$ cat src/rtl/vfr_pkg.sv
// ----------------------------------------------------------------------------
// vfr_pkg
// Shared sizes, verdict codes and the bitmap control bundle of the video
// fragment reassembler.
// ----------------------------------------------------------------------------
package vfr_pkg;

	localparam int MAX_PIECES  = 256;
	localparam int PIECE_BYTES = 1024;

	localparam int FRAME_W  = 32;
	localparam int INDEX_W  = 8;
	localparam int TOTAL_W  = 9;
	localparam int LENGTH_W = 11;
	localparam int OFFSET_W = 18;
	localparam int SIZE_W   = 19;
	localparam int SEEN_W   = (MAX_PIECES > 1) ? $clog2(MAX_PIECES) : 1;

	localparam logic [SIZE_W-1:0] SIZE_SAT = {SIZE_W{1'b1}};

	typedef enum logic [2:0] {
		V_STORED   = 3'd0,
		V_COMPLETE = 3'd1,
		V_LATE     = 3'd2,
		V_DUP      = 3'd3,
		V_RANGE    = 3'd4
	} verdict_t;

	typedef struct packed {
		logic              clear;
		logic              set;
		logic [SEEN_W-1:0] idx;
	} seen_ctrl_t;

endpackage

$ cat src/rtl/vfr_bitmap.sv
// ----------------------------------------------------------------------------
// vfr_bitmap
// Received-fragment bitmap: one flip-flop per fragment slot, cleared as a
// whole when a frame opens or completes, set one slot per stored beat.
// ----------------------------------------------------------------------------
module vfr_bitmap
	import vfr_pkg::*;
(
	input  logic              clk,
	input  logic              arst_n,
	input  seen_ctrl_t        ctrl,
	input  logic [SEEN_W-1:0] rd_idx,
	output logic              rd_bit
);

	logic [MAX_PIECES-1:0] seen_q;
	logic [MAX_PIECES-1:0] seen_next;

	always_comb begin
		seen_next = ctrl.clear ? '0 : seen_q;
		if (ctrl.set) begin
			seen_next[ctrl.idx] = 1'b1;
		end
	end

	always_ff @(posedge clk or negedge arst_n) begin
		if (!arst_n) begin
			seen_q <= '0;
		end else if (ctrl.clear || ctrl.set) begin
			seen_q <= seen_next;
		end
	end

	assign rd_bit = seen_q[rd_idx];

endmodule

$ cat src/rtl/vfr_core.sv
// ----------------------------------------------------------------------------
// vfr_core
// Open-frame state and the per-fragment decision: late, abandon, open,
// range and duplicate checks, storage offset, final size and completion.
// ----------------------------------------------------------------------------
module vfr_core
	import vfr_pkg::*;
(
	input  logic                clk,
	input  logic                arst_n,
	input  logic                fire,
	input  logic [FRAME_W-1:0]  frame_number,
	input  logic [INDEX_W-1:0]  piece_index,
	input  logic [TOTAL_W-1:0]  piece_total,
	input  logic                is_keyframe,
	input  logic                is_final_piece,
	input  logic [LENGTH_W-1:0] payload_length,
	output verdict_t            verdict,
	output logic [OFFSET_W-1:0] write_offset,
	output logic [SIZE_W-1:0]   frame_bytes,
	output logic                frame_was_keyframe,
	output logic                abandoned_frame,
	output logic [TOTAL_W-1:0]  abandoned_missing
);

	logic [FRAME_W-1:0] ofn_q;
	logic [TOTAL_W-1:0] exp_q;
	logic [TOTAL_W-1:0] held_q;
	logic               key_q;
	logic [SIZE_W-1:0]  size_q;

	logic               late;
	logic               drop;
	logic               open;
	logic [TOTAL_W-1:0] eff_exp;
	logic [TOTAL_W-1:0] eff_held;
	logic [SIZE_W-1:0]  eff_size;
	logic               eff_key;
	logic               eff_seen;
	logic               seen_bit;
	logic               in_range;
	logic               store;
	logic               complete;
	logic [31:0]        off_full;
	logic [31:0]        size_sum;
	logic [SIZE_W-1:0]  new_size;
	logic [TOTAL_W-1:0] held_inc;
	seen_ctrl_t         seen_ctrl;

	vfr_bitmap u_bitmap (
		.clk    (clk),
		.arst_n (arst_n),
		.ctrl   (seen_ctrl),
		.rd_idx (SEEN_W'(piece_index)),
		.rd_bit (seen_bit)
	);

	always_comb begin
		late     = (frame_number < ofn_q) && (ofn_q != '0);
		drop     = !late && (frame_number > ofn_q) && (exp_q != '0);
		open     = !late && ((frame_number != ofn_q) || (exp_q == '0));
		eff_exp  = open ? piece_total : exp_q;
		eff_held = open ? '0 : held_q;
		eff_size = open ? '0 : size_q;
		eff_key  = open ? is_keyframe : key_q;
		eff_seen = !open && seen_bit;
		in_range = ({1'b0, piece_index} < eff_exp) && (32'(piece_index) < MAX_PIECES);
		store    = !late && in_range && !eff_seen;
		off_full = 32'(32'(piece_index) * PIECE_BYTES);
		size_sum = off_full + 32'(payload_length);
		if (is_final_piece) begin
			new_size = (size_sum > 32'(SIZE_SAT)) ? SIZE_SAT : SIZE_W'(size_sum);
		end else begin
			new_size = eff_size;
		end
		held_inc = eff_held + TOTAL_W'(1);
		complete = store && (held_inc == eff_exp) && (new_size != '0);

		priority if (late) begin
			verdict = V_LATE;
		end else if (!in_range) begin
			verdict = V_RANGE;
		end else if (eff_seen) begin
			verdict = V_DUP;
		end else if (complete) begin
			verdict = V_COMPLETE;
		end else begin
			verdict = V_STORED;
		end

		write_offset       = store ? OFFSET_W'(off_full) : '0;
		frame_bytes        = complete ? new_size : '0;
		frame_was_keyframe = complete && eff_key;
		abandoned_frame    = drop;
		abandoned_missing  = drop ? (exp_q - held_q) : '0;

		seen_ctrl.clear = fire && (open || complete);
		seen_ctrl.set   = fire && store && !complete;
		seen_ctrl.idx   = SEEN_W'(piece_index);
	end

	always_ff @(posedge clk or negedge arst_n) begin
		if (!arst_n) begin
			ofn_q  <= '0;
			exp_q  <= '0;
			held_q <= '0;
			key_q  <= 1'b0;
			size_q <= '0;
		end else if (fire && !late) begin
			if (complete) begin
				ofn_q  <= frame_number + FRAME_W'(1);
				exp_q  <= '0;
				held_q <= '0;
				key_q  <= 1'b0;
				size_q <= '0;
			end else begin
				ofn_q  <= frame_number;
				exp_q  <= eff_exp;
				held_q <= store ? held_inc : eff_held;
				key_q  <= eff_key;
				size_q <= store ? new_size : eff_size;
			end
		end
	end

endmodule

$ cat src/rtl/video_fragment_reassembler.sv
// ----------------------------------------------------------------------------
// video_fragment_reassembler
// Bookkeeping for reassembling video frames from fragment headers.
// ----------------------------------------------------------------------------
// Each beat on the item channel is one fragment header. Each header gives
// exactly one beat on the result channel, in order: a verdict, the byte
// offset for the payload in the frame memory, and on completion the frame
// size and keyframe mark. A header that drops an unfinished older frame
// also reports how many fragments that frame lacked.
// The header is registered on entry, evaluated against the open-frame state
// combinationally, and registered at the output. One header is taken every
// cycle while the receiver does not stall; the state update of one header is
// visible to the header taken right after it.
// When the receiver stalls, the result register holds its beat and the
// input register still takes one more header; item_ready falls only while
// both are full. Reset clears the open-frame state and the fragment bitmap
// at once; the block takes headers from the first cycle after reset.
// ----------------------------------------------------------------------------
module video_fragment_reassembler
	import vfr_pkg::*;
(
	input  logic                clk,
	input  logic                arst_n,
	input  logic                item_valid,
	output logic                item_ready,
	input  logic [FRAME_W-1:0]  frame_number,
	input  logic [INDEX_W-1:0]  piece_index,
	input  logic [TOTAL_W-1:0]  piece_total,
	input  logic                is_keyframe,
	input  logic                is_final_piece,
	input  logic [LENGTH_W-1:0] payload_length,
	output logic                result_valid,
	input  logic                result_ready,
	output logic [2:0]          verdict,
	output logic [OFFSET_W-1:0] write_offset,
	output logic [SIZE_W-1:0]   frame_bytes,
	output logic                frame_was_keyframe,
	output logic                abandoned_frame,
	output logic [TOTAL_W-1:0]  abandoned_missing
);

	logic                valid_s1;
	logic [FRAME_W-1:0]  frame_number_s1;
	logic [INDEX_W-1:0]  piece_index_s1;
	logic [TOTAL_W-1:0]  piece_total_s1;
	logic                is_keyframe_s1;
	logic                is_final_piece_s1;
	logic [LENGTH_W-1:0] payload_length_s1;

	logic                valid_s2;
	verdict_t            verdict_s2;
	logic [OFFSET_W-1:0] write_offset_s2;
	logic [SIZE_W-1:0]   frame_bytes_s2;
	logic                frame_was_keyframe_s2;
	logic                abandoned_frame_s2;
	logic [TOTAL_W-1:0]  abandoned_missing_s2;

	logic                advance;
	logic                fire;
	logic                take;
	verdict_t            core_verdict;
	logic [OFFSET_W-1:0] core_offset;
	logic [SIZE_W-1:0]   core_bytes;
	logic                core_key;
	logic                core_drop;
	logic [TOTAL_W-1:0]  core_missing;

	assign advance    = !valid_s2 || result_ready;
	assign fire       = valid_s1 && advance;
	assign item_ready = !valid_s1 || advance;
	assign take       = item_valid && item_ready;

	vfr_core u_core (
		.clk                (clk),
		.arst_n             (arst_n),
		.fire               (fire),
		.frame_number       (frame_number_s1),
		.piece_index        (piece_index_s1),
		.piece_total        (piece_total_s1),
		.is_keyframe        (is_keyframe_s1),
		.is_final_piece     (is_final_piece_s1),
		.payload_length     (payload_length_s1),
		.verdict            (core_verdict),
		.write_offset       (core_offset),
		.frame_bytes        (core_bytes),
		.frame_was_keyframe (core_key),
		.abandoned_frame    (core_drop),
		.abandoned_missing  (core_missing)
	);

	always_ff @(posedge clk or negedge arst_n) begin
		if (!arst_n) begin
			valid_s1 <= 1'b0;
			valid_s2 <= 1'b0;
		end else begin
			if (item_ready) begin
				valid_s1 <= item_valid;
			end
			if (advance) begin
				valid_s2 <= valid_s1;
			end
		end
	end

	always_ff @(posedge clk) begin
		if (take) begin
			frame_number_s1   <= frame_number;
			piece_index_s1    <= piece_index;
			piece_total_s1    <= piece_total;
			is_keyframe_s1    <= is_keyframe;
			is_final_piece_s1 <= is_final_piece;
			payload_length_s1 <= payload_length;
		end
		if (fire) begin
			verdict_s2            <= core_verdict;
			write_offset_s2       <= core_offset;
			frame_bytes_s2        <= core_bytes;
			frame_was_keyframe_s2 <= core_key;
			abandoned_frame_s2    <= core_drop;
			abandoned_missing_s2  <= core_missing;
		end
	end

	assign result_valid       = valid_s2;
	assign verdict            = verdict_s2;
	assign write_offset       = write_offset_s2;
	assign frame_bytes        = frame_bytes_s2;
	assign frame_was_keyframe = frame_was_keyframe_s2;
	assign abandoned_frame    = abandoned_frame_s2;
	assign abandoned_missing  = abandoned_missing_s2;

endmodule

$ cat config.mk
export PLATFORM = sky130hd
export DESIGN_NAME = video_fragment_reassembler
export DESIGN_NICKNAME = d
export VERILOG_FILES = /design/src/rtl/vfr_pkg.sv /design/src/rtl/vfr_bitmap.sv /design/src/rtl/vfr_core.sv /design/src/rtl/video_fragment_reassembler.sv
export SDC_FILE = /design/constraint.sdc
export NUM_CORES = 1
export LEC_CHECK = 0
export ABC_CLOCK_PERIOD_IN_PS = 6400
export BUFFER_PORTS_ARGS = -buffer_cell sky130_fd_sc_hd__buf_2
export CORE_ASPECT_RATIO = 1.4
export CORE_MARGIN = 2
export CORE_UTILIZATION = 61
export DETAILED_ROUTE_END_ITERATION = 7
export PLACE_DENSITY = 0.78
export SYNTH_ARGS = -nofsm -noshare
export SYNTH_HDL_FRONTEND = slang
export SYNTH_SLANG_ARGS = --single-unit
$ cat constraint.sdc
create_clock -name clk -period 6.4 [get_ports clk]
set_clock_uncertainty 0.15 [all_clocks]
set_input_delay 0.96 -clock clk [delete_from_list [all_inputs] [get_ports clk]]
set_output_delay 0.96 -clock clk [all_outputs]
set_load 0.02 [all_outputs]
==> run summary <==
========================================================================================
Critical register-to-register path endpoint                                 u_core.u_bitmap.seen_q[210]
Setup fix buffers added after clock tree synthesis                                     0
Initial antenna violation count                                                        0
First-pass GRT wire length                                                       84.8 mm
Placement Rows                                                                        80
Post-Synthesis Cells                                                               1,711
Post-synthesis instance area                                                  0.0211 mm2
Initial detailed-routing violation count                                           1,668
VDD IR max                                                                    0.000239 V
Main flop type after synthesis                                                   dfrtp_1
Detailed Routing Iterations Pass 1                                                     6
Critical R2R Launch                                                         frame_number_s1[11]
Part of the total power dissipated in combinational logic                          0.286
Total track usage                                                                  0.297
Total setup violations reported at the end of the flow                                 0
Largest cells by area after synthesis                                       dfrtp_1, edfxtp_1, a32o_1, mux4_2, ha_1
DR WL/cell                                                                       23.7 um
Standby leakage power                                                            9.70 nW
Core Area                                                                     0.0341 mm2
Final Wtd Congestion                                                               0.936
Number of H-tree branching levels                                                      2
Post-layout net count                                                              1,864
Portion of the clock cycle consumed by the worst path in the final layout          0.936
Net Sw Frac                                                                        0.345
Post-DRT Antenna Nets                                                                  0
Synth top cells by count                                                    dfrtp_1, a32o_1, nor2_1
Via-per-instance ratio                                                              6.98
Clock tree root buffer cell                                                    clkbuf_16
Sum of negative setup slack                                                         0 ns
Area of the die                                                               0.0361 mm2
Share of synthesized area occupied by flip-flops and latches                       0.535
Gr ovfl total                                                                          0
Count of buffers inserted at the top-level ports                                     108
Die width                                                                         161 um
Die height                                                                        224 um
Hold Path Class                                                                 in2async
Flip-flop and latch count after synthesis                                            431
GR peak layer                                                                       met2
Post-place instance area                                                      0.0219 mm2
Total number of vias                                                               15.6k
Cell with the most instances after synthesis                                     dfrtp_1
Longest Clk Path Bufs                                                                  3
Category of the worst setup path capture point                                 flip-flop
Cts hold-fix bufs                                                                      0
Internal power contribution                                                      5.31 mW
Fraction of layout instances using a drive strength above 1                        0.172
Number of maximum-capacitance violations                                               0
Area growth from synthesis to layout                                               10.1%
Critical path fanouts, max                                                           115
Number of buffers inserted during clock tree synthesis                                41
Antenna Diode Count                                                                    0
Detailed placement HPWL                                                          33.5 mm
CTS tree                                                                           built
Initial core utilization                                                           0.619
Top cell type by total area after synthesis                                      dfrtp_1
Unique cell type count in the Yosys netlist                                           71
Worst-skew pair later-pin latency                                                0.56 ns
Sw Pwr                                                                           2.80 mW
Final Cell Area                                                               0.0232 mm2
Worst-margin pin slew                                                            1.19 ns
Result of the run                                                           complete, no violations
Pre-CTS setup slack                                                             0.508 ns
EDFF count, synth                                                                    103
Max_slew headroom                                                                  0.209
# DRC                                                                                  0
Area share of the leading cell type in the synthesized netlist                     0.389
Total of warnings raised by yosys                                                      0
M1 GR Usage                                                                        0.365
Global-route met3 utilization                                                     0.0418
Total count of hold-check failures in the final report                                 0
Total power per unit cell area                                                349 mW/mm2
Unrepaired setup endpoints after global routing                                    false
Resized Gates After CTS                                                                0
Post-detailed-routing wire length                                                52.7 mm
Total power                                                                      8.11 mW
Startpoint-to-endpoint class of the critical path                                reg2reg
Total clock sinks                                                                    431
Mean Syn Cell Area                                                              12.3 um2
Post-route setup slack                                                          0.411 ns
Met2 Use GR                                                                        0.513
FFs w/ async S/R, synth                                                            0.761
Maximum number of pins on one net before global-route repair                         173
Io pins                                                                              119
Shortest period the worst path allows                                            5.99 ns
Number of cells traversed by the worst register-to-register path                      18
Worst-case register-to-register setup slack                                      0.41 ns
FMAX                                                                             167 MHz
CTS clock-pin slew for the worst setup and hold paths                            0.06 ns
Startpoint type of the worst setup path                                        flip-flop
Vias in the first global route                                                     16.0k
Required time at the worst-slack endpoint                                        6.68 ns
Sequential power share                                                             0.420
Fraction of power consumed by the clock network                                    0.294
Data arrival at the endpoint of the critical path                                6.27 ns
Number of max-slew violations in the final report                                      0
========================================================================================
-- layout by cell type (no fill, tap or decap), types with 53 or more instances in the layout --
cell	synthesis	routed
nor2_1	113	112
edfxtp_1	103	103
mux4_2	74	74
nand2_1	101	100
dfrtp_1	328	328
a21oi_1	54	53
buf_2	62	107
a32o_1	273	273
inv_1	56	56
-- kinds of logic (layout without fill, tap and decap cells) --
logic type	after synthesis	in the layout	synth area share
adder cells (fa/ha/maj)	52	52	0.0312
other	1	10	0.000178
multiplexers	85	85	0.0842
XOR/XNOR	40	40	0.0166
AO/OA/AOI/OAI	470	470	0.188
AND/OR/NAND/NOR	410	410	0.0963
flip-flops	431	431	0.535
buffers and inverters	222	280	0.0485
-- stage by stage --
| stage | cells | hold slack (ns) | utilization |
|---|---|---|---|
| after floorplan | 1720 | 0.299 | - |
| after global placement | 2154 | 0.307 | 0.643 |
| after detailed placement | 2154 | 0.326 | 0.643 |
| after CTS | 2229 | 0.258 | 0.681 |
| after global routing | 2229 | 0.286 | 0.681 |
| final | 2229 | 0.244 | 0.681 |
-- worst max-delay path, stage by stage (launching register included) --
cell	delay, ns
edfxtp_1	0.45
ha_1	0.35
nand4_1	0.15
nor3_1	0.41
a21boi_0	0.34
o41ai_1	0.20
a21oi_2	0.38
nor2_1	0.08
ha_1	0.31
xnor2_1	0.18
xnor2_1	0.13
or4_1	0.50
nor4_1	0.41
o211a_2	0.30
o211ai_4	0.33
nand2_1	0.26
nand2_4	0.22
buf_12	0.33
a32o_1	0.29
-- power groups by stage --
stage | clock, mW | sequential [mW] | combinational, mW
floorplan | 0 | 3.41 | 1.62
global placement | 0 | 3.43 | 2.20
detailed placement | 0 | 3.45 | 2.26
CTS | 2.41 | 3.40 | 2.29
global route | 2.52 | 3.43 | 2.55
finish | 2.38 | 3.41 | 2.32
-- layer usage --
layer | routed length, um | share of wire | up-vias
met1 | 19200 | 0.36 | 7887
li1 | - | - | 6768
met4 | 2590 | 0.049 | 0
met2 | 27500 | 0.52 | 715
met5 | 0 | 0 | -
met3 | 3500 | 0.066 | 182
-- flip-flops by register name, summed over array words and instances, names as in the netlist, 9 cells and up --
name / flops
u_core.u_bitmap.seen_q: 256
frame_number_s1: 32
u_core.ofn_q: 32
frame_bytes: 19
u_core.size_q: 19
payload_length_s1: 11
abandoned_missing: 9
piece_total_s1: 9
u_core.exp_q: 9
u_core.held_q: 9
-- cell type report --
class                           count  area [um2]
Clock inverter                     17         189
Timing Repair Buffer              148         988
Inverter                           57         214
Tap cell                          451         564
Clock buffer                       58        1110
Sequential cell                   431       11300
Fill cell                        2378       10900
Multi-Input combinational cell   1067        8880
-- how the worst max path moves through the flow --
| stage | from | endpoint | slack [ns] | cells past startpoint |
|---|---|---|---|---|
| after floorplan | frame_number_s1[27] | u_core.u_bitmap.seen_q[156] | 1.17 | 20 |
| after global placement | frame_number_s1[11] | u_core.u_bitmap.seen_q[130] | 0.73 | 18 |
| after detailed placement | frame_number_s1[11] | u_core.u_bitmap.seen_q[210] | 0.51 | 18 |
| after CTS | frame_number_s1[11] | u_core.u_bitmap.seen_q[210] | 0.46 | 18 |
| after global routing | frame_number_s1[11] | u_core.u_bitmap.seen_q[5] | 0.01 | 18 |
| final | frame_number_s1[11] | u_core.u_bitmap.seen_q[210] | 0.41 | 18 |
Power figures use the tool's default switching activity.
